**config.mk**
```make
export PLATFORM = sky130hd
export DESIGN_NAME = file_transfer_session_checker_top
export DESIGN_NICKNAME = d
export VERILOG_FILES = /design/src/rtl/ftsc_pkg.sv /design/src/rtl/ftsc_front.sv /design/src/rtl/ftsc_fifo.sv /design/src/rtl/ftsc_back.sv /design/src/rtl/file_transfer_session_checker_top.sv
export SDC_FILE = /design/constraint.sdc
export NUM_CORES = 1
export LEC_CHECK = 0
export BUFFER_PORTS_ARGS = -buffer_cell sky130_fd_sc_hd__buf_4
export CAP_MARGIN = 20
export CORE_MARGIN = 1.5
export CORE_UTILIZATION = 53
export DETAILED_ROUTE_END_ITERATION = 10
export GPL_TIMING_DRIVEN = 0
export PLACE_DENSITY = 0.85
export SLEW_MARGIN = 25
export SYNTH_ARGS = -nofsm -noshare
export SYNTH_HDL_FRONTEND = slang
export SYNTH_SLANG_ARGS = --single-unit
export TNS_END_PERCENT = 10
```
**constraint.sdc**
```tcl
create_clock -name clk_i -period 4.1 [get_ports clk_i]
set_clock_uncertainty 0.15 [all_clocks]
set_input_delay 0.41 -clock clk_i [delete_from_list [all_inputs] [get_ports clk_i]]
set_output_delay 0.41 -clock clk_i [all_outputs]
set_load 0.005 [all_outputs]
```
**src/rtl/ftsc_pkg.sv**
```systemverilog
package ftsc_pkg;

  localparam logic [31:0] CrcPoly        = 32'hEDB8_8320;
  localparam logic [31:0] MaxBytesReset  = 32'h0400_0000;
  localparam logic [7:0]  VersionWanted  = 8'd1;

  localparam int unsigned FifoDepth = 2;
  localparam int unsigned FifoPtrW  = (FifoDepth > 1) ? $clog2(FifoDepth) : 1;
  localparam int unsigned FifoCntW  = $clog2(FifoDepth + 1);

  localparam int unsigned InDataW  = 88;
  localparam int unsigned InUserW  = 3;
  localparam int unsigned OutDataW = 72;

  typedef enum logic [2:0] {
    OP_START      = 3'd0,
    OP_DATA       = 3'd1,
    OP_FINISH     = 3'd2,
    OP_ABORT      = 3'd3,
    OP_DISCONNECT = 3'd4
  } op_e;

  typedef enum logic [2:0] {
    CMD_START,
    CMD_DATA,
    CMD_FINISH,
    CMD_ABORT,
    CMD_DISCONNECT,
    CMD_UNKNOWN
  } cmd_kind_e;

  typedef enum logic [1:0] {
    PH_IDLE = 2'd0,
    PH_RECV = 2'd1,
    PH_DONE = 2'd2,
    PH_FAIL = 2'd3
  } phase_e;

  typedef enum logic [1:0] {
    NT_NONE  = 2'd0,
    NT_START = 2'd1,
    NT_DONE  = 2'd2,
    NT_ERR   = 2'd3
  } notice_e;

  typedef enum logic [3:0] {
    EC_NONE      = 4'd0,
    EC_BUSY      = 4'd1,
    EC_PROTO     = 4'd2,
    EC_NAME      = 4'd3,
    EC_EXTENSION = 4'd4,
    EC_SIZE      = 4'd5,
    EC_STATE     = 4'd6,
    EC_OVERFLOW  = 4'd7,
    EC_TRUNCATED = 4'd8,
    EC_CRC       = 4'd9,
    EC_ABORTED   = 4'd10
  } err_e;

  typedef enum logic [1:0] {
    NV_FINE      = 2'd0,
    NV_UNSAFE    = 2'd1,
    NV_EXTENSION = 2'd2
  } verdict_e;

  typedef struct packed {
    cmd_kind_e   kind;
    err_e        start_err;
    logic [31:0] size;
    logic [31:0] crc;
    logic [7:0]  data_byte;
  } cmd_t;

  function automatic logic [31:0] crc32_byte(input logic [31:0] acc, input logic [7:0] b);
    logic [31:0] c;
    c = ~acc ^ {24'd0, b};
    for (int k = 0; k < 8; k++) begin
      c = c[0] ? ((c >> 1) ^ CrcPoly) : (c >> 1);
    end
    return ~c;
  endfunction

endpackage

```
**src/rtl/ftsc_front.sv**
```systemverilog
module ftsc_front
  import ftsc_pkg::*;
(
  input  logic [31:0]        max_bytes_i,
  input  logic [InUserW-1:0] op_i,
  input  logic [InDataW-1:0] data_i,
  output cmd_t               cmd_o
);

  logic [7:0]  version;
  logic [1:0]  verdict;
  logic [31:0] size;

  assign version = data_i[7:0];
  assign verdict = data_i[9:8];
  assign size    = data_i[41:10];

  always_comb begin
    cmd_o.size      = size;
    cmd_o.crc       = data_i[73:42];
    cmd_o.data_byte = data_i[81:74];

    unique case (op_i)
      OP_START:      cmd_o.kind = CMD_START;
      OP_DATA:       cmd_o.kind = CMD_DATA;
      OP_FINISH:     cmd_o.kind = CMD_FINISH;
      OP_ABORT:      cmd_o.kind = CMD_ABORT;
      OP_DISCONNECT: cmd_o.kind = CMD_DISCONNECT;
      default:       cmd_o.kind = CMD_UNKNOWN;
    endcase

    if (version != VersionWanted) begin
      cmd_o.start_err = EC_PROTO;
    end else if (verdict == NV_EXTENSION) begin
      cmd_o.start_err = EC_EXTENSION;
    end else if (verdict != NV_FINE) begin
      cmd_o.start_err = EC_NAME;
    end else if (size == 32'd0 || size > max_bytes_i) begin
      cmd_o.start_err = EC_SIZE;
    end else begin
      cmd_o.start_err = EC_NONE;
    end
  end

endmodule

```
**src/rtl/ftsc_fifo.sv**
```systemverilog
module ftsc_fifo
  import ftsc_pkg::*;
(
  input  logic clk_i,
  input  logic rst_ni,
  input  logic push_i,
  input  cmd_t push_data_i,
  output logic full_o,
  input  logic pop_i,
  output cmd_t pop_data_o,
  output logic empty_o
);

  cmd_t                mem_q [FifoDepth];
  logic [FifoPtrW-1:0] wr_ptr_q, wr_ptr_d;
  logic [FifoPtrW-1:0] rd_ptr_q, rd_ptr_d;
  logic [FifoCntW-1:0] cnt_q, cnt_d;

  assign full_o     = (cnt_q == FifoCntW'(FifoDepth));
  assign empty_o    = (cnt_q == '0);
  assign pop_data_o = mem_q[rd_ptr_q];

  always_comb begin
    wr_ptr_d = wr_ptr_q;
    rd_ptr_d = rd_ptr_q;
    cnt_d    = cnt_q;
    if (push_i) begin
      wr_ptr_d = (wr_ptr_q == FifoPtrW'(FifoDepth - 1)) ? '0 : wr_ptr_q + 1'b1;
    end
    if (pop_i) begin
      rd_ptr_d = (rd_ptr_q == FifoPtrW'(FifoDepth - 1)) ? '0 : rd_ptr_q + 1'b1;
    end
    if (push_i && !pop_i) begin
      cnt_d = cnt_q + 1'b1;
    end else if (pop_i && !push_i) begin
      cnt_d = cnt_q - 1'b1;
    end
  end

  always_ff @(posedge clk_i or negedge rst_ni) begin
    if (!rst_ni) begin
      wr_ptr_q <= '0;
      rd_ptr_q <= '0;
      cnt_q    <= '0;
    end else begin
      wr_ptr_q <= wr_ptr_d;
      rd_ptr_q <= rd_ptr_d;
      cnt_q    <= cnt_d;
    end
  end

  always_ff @(posedge clk_i) begin
    if (push_i) begin
      mem_q[wr_ptr_q] <= push_data_i;
    end
  end

endmodule

```
**src/rtl/ftsc_back.sv**
```systemverilog
module ftsc_back
  import ftsc_pkg::*;
(
  input  logic                clk_i,
  input  logic                rst_ni,
  input  logic                cmd_valid_i,
  input  cmd_t                cmd_i,
  output logic                cmd_pop_o,
  output logic                out_valid_o,
  input  logic                out_ready_i,
  output logic [OutDataW-1:0] out_data_o
);

  phase_e      phase_q, phase_d;
  logic [31:0] total_q, total_d;
  logic [31:0] count_q, count_d;
  logic [31:0] exp_crc_q, exp_crc_d;
  logic [31:0] crc_q, crc_d;
  logic                out_valid_q, out_valid_d;
  logic [OutDataW-1:0] out_data_q, out_data_d;
  notice_e     notice;
  err_e        err;
  logic        recv;
  logic        do_fail;

  assign recv      = (phase_q == PH_RECV);
  assign cmd_pop_o = cmd_valid_i && (!out_valid_q || out_ready_i);

  always_comb begin
    phase_d   = phase_q;
    total_d   = total_q;
    count_d   = count_q;
    exp_crc_d = exp_crc_q;
    crc_d     = crc_q;
    notice    = NT_NONE;
    err       = EC_NONE;
    do_fail   = 1'b0;

    case (cmd_i.kind)
      CMD_START: begin
        if (recv) begin
          err = EC_BUSY;
        end else begin
          err = cmd_i.start_err;
        end
        if (err != EC_NONE) begin
          notice = NT_ERR;
        end else begin
          phase_d   = PH_RECV;
          total_d   = cmd_i.size;
          count_d   = '0;
          exp_crc_d = cmd_i.crc;
          crc_d     = '0;
          notice    = NT_START;
        end
      end
      CMD_DATA: begin
        if (recv) begin
          if (count_q >= total_q) begin
            do_fail = 1'b1;
            err     = EC_OVERFLOW;
          end else begin
            count_d = count_q + 32'd1;
            crc_d   = crc32_byte(crc_q, cmd_i.data_byte);
          end
        end
      end
      CMD_FINISH: begin
        if (!recv) begin
          err = EC_STATE;
        end else if (count_q != total_q) begin
          do_fail = 1'b1;
          err     = EC_TRUNCATED;
        end else if (crc_q != exp_crc_q) begin
          do_fail = 1'b1;
          err     = EC_CRC;
        end else begin
          phase_d = PH_DONE;
          total_d = '0;
          count_d = '0;
          crc_d   = '0;
          notice  = NT_DONE;
        end
      end
      CMD_ABORT: begin
        do_fail = 1'b1;
        err     = EC_ABORTED;
      end
      CMD_DISCONNECT: begin
        if (recv) begin
          do_fail = 1'b1;
          err     = EC_ABORTED;
        end
      end
      default: begin
        err = EC_PROTO;
      end
    endcase

    if (do_fail) begin
      phase_d = PH_FAIL;
      total_d = '0;
      count_d = '0;
      crc_d   = '0;
    end
    if (err != EC_NONE) begin
      notice = NT_ERR;
    end

    if (!cmd_pop_o) begin
      phase_d   = phase_q;
      total_d   = total_q;
      count_d   = count_q;
      exp_crc_d = exp_crc_q;
      crc_d     = crc_q;
    end
  end

  always_comb begin
    out_valid_d = out_valid_q;
    out_data_d  = out_data_q;
    if (cmd_pop_o) begin
      out_valid_d = 1'b1;
      out_data_d  = {crc_d, count_d, err, notice, phase_d};
    end else if (out_ready_i) begin
      out_valid_d = 1'b0;
    end
  end

  always_ff @(posedge clk_i or negedge rst_ni) begin
    if (!rst_ni) begin
      phase_q     <= PH_IDLE;
      total_q     <= '0;
      count_q     <= '0;
      exp_crc_q   <= '0;
      crc_q       <= '0;
      out_valid_q <= 1'b0;
    end else begin
      phase_q     <= phase_d;
      total_q     <= total_d;
      count_q     <= count_d;
      exp_crc_q   <= exp_crc_d;
      crc_q       <= crc_d;
      out_valid_q <= out_valid_d;
    end
  end

  always_ff @(posedge clk_i) begin
    out_data_q <= out_data_d;
  end

  assign out_valid_o = out_valid_q;
  assign out_data_o  = out_data_q;

endmodule

```
**src/rtl/file_transfer_session_checker_top.sv**
```systemverilog
// Receiver-side checker for a file-transfer session, one event per beat.
// The slave channel takes an event: tuser carries the operation (start, data
// byte, finish, abort, disconnect) and tdata the version, name verdict,
// promised size, promised CRC and data byte. The master channel returns one
// result beat per event with the phase, notice, error code, byte count and
// running CRC32 after that event.
// The configuration port writes the largest promised size a start may carry;
// write it only while no event is in flight.
// Throughput is one event per cycle while the receiver takes every result beat.
// Each event is decoded and registered in the command queue, then the back end,
// whose session state, byte counter and one-byte CRC32 update are combinational,
// registers the result.
// Reset returns the session to idle with all counters and CRCs at zero and
// the size limit at 64 MiB. When the receiver stalls, the result holds in
// the output register, the two-entry command queue fills, and tready drops
// once the queue is full.
module file_transfer_session_checker_top
  import ftsc_pkg::*;
(
  input  logic                clk_i,
  input  logic                rst_ni,
  input  logic                cfg_we_i,
  input  logic [31:0]         cfg_wdata_i,
  input  logic                s_axis_tvalid_i,
  output logic                s_axis_tready_o,
  // sender version, name verdict, promised size, promised CRC, data byte, zero pad
  input  logic [InDataW-1:0]  s_axis_tdata_i,
  // operation
  input  logic [InUserW-1:0]  s_axis_tuser_i,
  output logic                m_axis_tvalid_o,
  input  logic                m_axis_tready_i,
  // phase, notice, error_code, received_count, running_crc_out
  output logic [OutDataW-1:0] m_axis_tdata_o
);

  logic [31:0] max_bytes_q;
  cmd_t        front_cmd;
  cmd_t        queue_cmd;
  logic        queue_full;
  logic        queue_empty;
  logic        queue_pop;
  logic        push;

  always_ff @(posedge clk_i or negedge rst_ni) begin
    if (!rst_ni) begin
      max_bytes_q <= MaxBytesReset;
    end else if (cfg_we_i) begin
      max_bytes_q <= cfg_wdata_i;
    end
  end

  assign s_axis_tready_o = !queue_full;
  assign push            = s_axis_tvalid_i && !queue_full;

  ftsc_front u_front (
    .max_bytes_i (max_bytes_q),
    .op_i        (s_axis_tuser_i),
    .data_i      (s_axis_tdata_i),
    .cmd_o       (front_cmd)
  );

  ftsc_fifo u_fifo (
    .clk_i       (clk_i),
    .rst_ni      (rst_ni),
    .push_i      (push),
    .push_data_i (front_cmd),
    .full_o      (queue_full),
    .pop_i       (queue_pop),
    .pop_data_o  (queue_cmd),
    .empty_o     (queue_empty)
  );

  ftsc_back u_back (
    .clk_i       (clk_i),
    .rst_ni      (rst_ni),
    .cmd_valid_i (!queue_empty),
    .cmd_i       (queue_cmd),
    .cmd_pop_o   (queue_pop),
    .out_valid_o (m_axis_tvalid_o),
    .out_ready_i (m_axis_tready_i),
    .out_data_o  (m_axis_tdata_o)
  );

endmodule

```
# [Word level (Yosys, flattened, before mapping)]
# Memory sizes are Yosys's and may differ from the RTL's.
# Cells that the tools add are included.
[totals] register_bits=239 ramBits=158 input_bits=128 output_inout_bits=74 wordCells=146 n_memories=1
[classes] n_addsub=5 magnitude_cmp=2 eq_ne=18 mux=73 bitwise=12 reduce_logical=23
[mem_list] name="u_fifo.mem_q" depth=2 word_bits=79 rd=1 rd_ports_with_merged_regs=0 wr=1 line_no="ftsc_fifo.sv:14" source="cmd_t mem_q [FifoDepth];"
[op_table] op="32-bit 2-to-1 mux" count=29
[op_table] op="32-bit case mux with 3 select lines" count=2
[op_table] op="13-bit NOT with 14-bit output" count=8
[op_table] op="32-bit != test" count=2
[op_table] op="32-bit NOT" count=2
[op_table] op="32-bit case mux with 2 select lines" count=1
[op_table] op="4-bit 2-to-1 mux" count=10
[op_table] op="32-bit by 1-bit adder with 32-bit output (second input constant)" count=1
[op_table] op="32-bit >= comparator" count=1
[op_table] op="32-bit > comparator" count=1
[op_table] op="32-bit zero test" count=1
[op_table] op="32-bit by 8-bit XOR with 32-bit output" count=1
[op_table] op="2-bit 2-to-1 mux" count=12
[op_table] op="4-bit case mux with 5 select lines" count=1
[op_table] op="3-bit case mux with 5 select lines" count=1
[op_table] op="3-bit by 2-bit == test with 1-bit output (second input constant)" count=4
[op_table] op="1-bit 2-to-1 mux" count=12
[op_table] op="3-bit by 2-bit != test with 1-bit output (second input constant)" count=3
[op_table] op="8-bit by 1-bit != test with 1-bit output (second input constant)" count=1
[op_table] op="2-bit case mux with 2 select lines" count=2
[op_table] op="4-bit nonzero test" count=2
[op_table] op="3-bit by 1-bit == test with 1-bit output (second input constant)" count=2
[op_table] op="3-bit == test (second input constant)" count=2
[op_table] op="3-bit zero test" count=2
[op_table] op="other kinds (17)" count=30

# [Depth between registers and ports, before layout]
[logic_depth] ltp_word=24 depth_mapped=12 ltp_nobuf=10

# [Modules after synthesis]
# Synthesis repeated with hierarchy kept, for this count alone.
[hier_totals] cells_unflattened=1446 hier_area_um2=19362.3
[modules_own_cells] module="ftsc_back" n_inst=1 cells_per_inst=904 area_each_um2=10147.2 seq_area_each_um2=5440.2
[modules_own_cells] module="ftsc_fifo" n_inst=1 cells_per_inst=262 area_each_um2=6288.5 seq_area_each_um2=4844.6
[modules_own_cells] module="ftsc_front" n_inst=1 cells_per_inst=209 area_each_um2=1566.5 seq_area_each_um2=0.0
[modules_own_cells] module="file_transfer_session_checker_top" n_inst=1 cells_per_inst=71 area_each_um2=1360.1 seq_area_each_um2=802.0

# [Worst setup path after synthesis]
# No wires, ideal clock.
[synth_path] path_kind="reg2reg" start="register u_fifo.cnt_q[0]" end="memory u_fifo.mem_q[0][0] in the netlist's numbering (enable)" arrival_time_ps=3925 slack_ps=-489 stages_incl_launch_ff=4 period_less_slack_ps=4589 path_cell_list="dfrtp_1 -> nand2b_1 -> nand2_1 -> nor2_1"
[synth_between] elab_chain_cells=5
[synth_rtl] element="start, declared" line_no="ftsc_fifo.sv:17" source="logic [FifoCntW-1:0] cnt_q, cnt_d;"
[synth_rtl] element="start signal, assigned" line_no="ftsc_fifo.sv:48" source="cnt_q <= cnt_d;"
[synth_rtl] element="2-bit == test" line_no="ftsc_fifo.sv:19" source="assign full_o = (cnt_q == FifoCntW'(FifoDepth));"
[synth_rtl] element="1-bit zero test"
[synth_rtl] element="net s_axis_tready_o" line_no="file_transfer_session_checker_top.sv:25" source="output logic s_axis_tready_o,"
[synth_rtl] element="1-bit logical AND" line_no="file_transfer_session_checker_top.sv:53" source="assign push = s_axis_tvalid_i && !queue_full;"
[synth_rtl] element="1-bit 2-to-1 mux" line_no="ftsc_fifo.sv:53" source="if (push_i) begin"
[synth_rtl] element="1-bit 2-to-1 mux (implied by the code)" line_no="ftsc_fifo.sv:54" source="mem_q[wr_ptr_q] <= push_data_i;"
[synth_rtl] element="end, declared" line_no="ftsc_fifo.sv:14"
# The timed path passes the listed nets, and every way through them passes these cells.

# [Worst setup path in the final report]
[layout_path] start="register u_back.count_q[29]" end="register u_back.out_data_q[12], in the netlist u_back.out_data_o[12] (data pin)"
[layout_between] elab_chain_cells=6 elab_cells_between_ends=14 cone_classes="order compare: 1; eq/ne: 1; mux: 12"
[layout_rtl] element="start, declared" line_no="ftsc_back.sv:16" source="logic [31:0] count_q, count_d;"
[layout_rtl] element="start signal, assigned" line_no="ftsc_back.sv:141" source="count_q <= count_d;"
[layout_rtl] element="32-bit >= comparator / 32-bit != test (equally long branches)" line_no="ftsc_back.sv:59, ftsc_back.sv:71"
[layout_rtl] element="1-bit 2-to-1 mux (tied with other cells)" line_no="ftsc_back.sv:59" source="if (count_q >= total_q) begin"
[layout_rtl] element="1-bit 2-to-1 mux (tied with other cells)" line_no="ftsc_back.sv:58" source="if (recv) begin"
[layout_rtl] element="1-bit case mux with 4 select lines / 32-bit case mux with 3 select lines (equally long branches)" line_no="ftsc_back.sv:39" source="case (cmd_i.kind)"
[layout_rtl] element="32-bit 2-to-1 mux (*)" line_no="ftsc_back.sv:100" source="if (do_fail) begin"
[layout_rtl] element="32-bit 2-to-1 mux (*)" line_no="ftsc_back.sv:110" source="if (!cmd_pop_o) begin"
[layout_rtl] element="net u_back.count_d[4]" line_no="ftsc_back.sv:16"
[layout_rtl] element="end signal, assigned" line_no="ftsc_back.sv:149" source="out_data_q <= out_data_d;"
[layout_rtl] element="end, declared" line_no="ftsc_back.sv:20" source="logic [OutDataW-1:0] out_data_q, out_data_d;"
# The timed path passes the listed nets; every way through them passes the cells marked *.
# A chain may end at the register's enable or synchronous reset.

==> out/results.tsv <==
stage	metric	value	unit
cells_and_area	multi_input_area	6250	µm²
yosys	synth_top_cell_by_area	edfxtp_1	
cells_and_area	regArea	11000	µm²
power_and_ir_drop	ir_worst_vdd	0.484	mV
min_path	worstHoldStart	m_axis_tready_i	
setup_path	cp_data_arrival_time	4.14	ns
routing	wl	48500	µm
floorplan	die_x	186	µm
routing	drt_iter0_drc	1393	
yosys	yosysTopAreaCellShare	38.4	%
clock_tree	clock_path_buffers	3	
setup_path	cp.depth	11	
grt	grt_max_degree	92	
cells_and_area	design_area	22500	µm²
clock_tree	clkLatencyLatePin	0.55	ns
floorplan	core	32800	µm²
setup_path	rr_worst_depth	11	
min_path	hold_end	u_back.out_valid_o$_DFFE_PN0P_	
setup_path	ff2ff_setup_slack	0.12	ns
run	cap_violations	0	
timing	fin_crit	3.98	ns
yosys	netlist_instances	1407	
floorplan	io_pins	202	
place	port_buffers	194	
place	place_congestion	0.922	
yosys	synth-seq-cells	395	
setup_path	cp-start-kind	register	
timing	hold_violations	0	
yosys	syn_avg_cell_area	12.7	µm²
grt	grt_pass1_wl	75100	µm
timing	tns	0	ns
clock_tree	path_clk_slew	0.06	ns
timing	rsz0062_at_grt	yes	
cells_and_area	nFillCells	2196	
power_and_ir_drop	leakagePower	0.00922	µW
routing	routed_via_density	5.90	
setup_path	path_max_fanout	10	
yosys	async_reset_ff_share	42.3	%
setup_path	timing.rr.start	u_back.count_q[29]$_DFF_PN0_	
timing	slew_headroom	42.3	%
yosys	synth_edf_count	228	
timing	holdWs	0.0321	ns
clock_tree	cts_tree	done	
timing	slew_viol_final	0	
floorplan	dieArea	34700	µm²
clock_tree	cts_setup_buffers	0	
routing	drc	0	
place	placed_cell_area	20000	µm²
floorplan	start_util	54.4	%
grt	track_usage	27.6	%
setup_path	worstPathRequired	4.26	ns
timing	fin_crit_sh	97.1	%
cells_and_area	layout_common_cells	edfxtp_1 (228), buf_4 (196), dfrtp_1 (166)	
setup_path	worst-path-buf-inv	2	
yosys	seq_area_frac_synth	61.9	%
clock_tree	cts_buffers	40	
power_and_ir_drop	power.density	739	nW/µm²
grt	antenna_found_initial	1	
floorplan	die-height	186	µm
setup_path	path_cells	ha_1 -> a21o_1 -> a21o_1 -> a221oi_2 -> or3b_1 -> buf_2 -> o211a_4 -> nor3_4 -> buf_2 -> a31oi_1 -> a31oi_1	
routing	drt_pass1_iterations	5	
yosys	synth_area_leaders	edfxtp_1 (38%), dfrtp_1 (23%), ha_1 (4.6%), mux2i_1 (4.2%), xnor2_1 (4.0%)	
place	pre_cts_slack	-0.0212	ns
timing	setup_violations	0	
cells_and_area	finalNetCount	1948	
timing	tightest_slew	0.866	ns
cells_and_area	syn_to_final_growth	26.2	%
setup_path	slowest_delay	0.48	ns
grt	grt_pass1_vias	13400	
power_and_ir_drop	power	16600	µW
cells_and_area	layout_commonest_cell	edfxtp_1	
clock_tree	clockRootBuffer	clkbuf_16	
yosys	yosys_warnings	0	
clock_tree	cts-htree-levels	2	
routing	ant_nets	0	
setup_path	cp_top_family	compound AO/OA/AOI/OAI gates	
min_path	hp-class	input port to register	
routing	num_vias	13100	
grt	grt.overflow.total	0	
min_path	min_path_cells	3	
yosys	synthFlopType	edfxtp_1	
run_status	status	completed	
yosys	syn-cell-area	17800	µm²
setup_path	worstSetupPathType	register to register	
setup_path	r2r_end	u_back.out_data_o[12]$_DFFE_PP_	
timing	max_freq	251	MHz
timing	setup_slack	0.120	ns
clock_tree	cts_sinks	395	
routing	avgRoutedWirePerCell	21.8	µm
yosys	synthDistinctLibCells	76	
yosys	synth_fp_nets	1601	
place	dp_hpwl	31500	µm
cells_and_area	layout-drive-gt1-share	18.2	%
floorplan	rows	66	
setup_path	crit_path_end_kind	register	
setup_path	crit_path_top_delay_cell	dfrtp_1	
worst reg2reg max path: cells and delay by family (launching register included):
family,cells,cell delay (ns)
simple gates,2,0.76
buf+inv,2,0.57
compound gates,6,1.45
flops,1,0.48
fa+ha+maj,1,0.36
synthesized netlist by cell type (8+ instances only):
cell type,number
inv_1,83
nor4_1,17
a21oi_1,66
edfxtp_1,228
o21ai_1,8
dfrtp_1,166
o2bb2ai_1,36
clkbuf_1,35
xor2_1,22
ha_1,66
a21o_1,18
nand4_1,31
nor2_1,65
buf_2,14
mux2i_1,75
o21ai_0,81
xnor2_1,82
a31o_2,9
nor3_1,13
a32o_1,10
nand3_1,23
nand2_1,120
a31oi_1,16
worst max-delay path by stage:
stage | startpoint | endpoint | slack, ns
finish | u_back.count_q[29]$_DFF_PN0_ | u_back.out_data_o[12]$_DFFE_PP_ | 0.12
global route | u_back.count_q[29]$_DFF_PN0_ | u_back.out_data_o[14]$_DFFE_PP_ | -0.01
CTS | u_back.count_q[29]$_DFF_PN0_ | u_back.out_data_o[12]$_DFFE_PP_ | 0.04
detailed placement | u_back.count_q[29]$_DFF_PN0_ | u_back.out_data_o[48]$_DFFE_PP_ | -0.02
global placement | m_axis_tready_i | u_back.out_data_o[30]$_DFFE_PP_ | -1.17
floorplan | m_axis_tready_i | u_back.out_data_o[30]$_DFFE_PP_ | 0.36
logic make-up (layout without fill, tap and decap cells):
group	Yosys count	count (layout)	share of synthesized area, %
flip-flops	395	395	61.9
AND/OR/NAND/NOR	314	314	8.66
AO/OA/AOI/OAI	303	303	11.5
buffers and inverters	141	520	3.26
XOR/XNOR	110	110	5.66
multiplexers	78	78	4.40
adder cells (fa/ha/maj)	66	66	4.63
other	0	1	0
power by group:
group          switching [µW]  leakage, µW  internal [µW]
Sequential                721      0.00429           5540
Combinational            3760      0.00425           2720
Clock                    1560     0.000677           2320
area by class of cell:
type | count | area share, %
plain buffers | 57 | 1.18
flip-flops and latches | 395 | 49.0
clock inverters | 17 | 1.05
repair buffers | 305 | 11.8
well taps | 442 | 2.46
diodes | 1 | 0.0111
multi-input cells | 871 | 27.8
inverters | 84 | 1.42
clock buffers | 57 | 5.20
metal layers:
| layer | share of wire [%] | up-vias | GRT usage (%) |
|---|---|---|---|
| met4 | 3.5 | 0 | 10.2 |
| met3 | 7.9 | 137 | 4.08 |
| met2 | 47 | 715 | 44.5 |
| li1 | - | 5851 | - |
| met5 | 0 | - | 0 |
| met1 | 42 | 6440 | 38.3 |
state kept, by name, indices dropped and copies added (netlist names):
name / count
u_back.out_valid_o: 1
u_back.total_q: 32
u_back.crc_q: 32
u_back.out_data_o: 72
u_fifo.cnt_q: 2
u_fifo.wr_ptr_q: 1
max_bytes_q: 32
u_back.exp_crc_q: 32
u_fifo.rd_ptr_q: 1
u_back.count_q: 32
u_back.phase_q: 2
u_fifo.mem_q: 156
what timing repair did:
action                     CTS  global route
hold buffers               105             0
pin swaps                    0             0
hold endpoints to repair   268             0
gates resized for setup      1             9
setup endpoints to repair    6            26
through the flow:
step	cells	util [%]
floorplan	1407	-
global placement	2043	60.5
detailed placement	2049	61.0
CTS	2228	68.5
global route	2229	68.6
finish	2229	68.6
(Power assumes the default switching activity.)
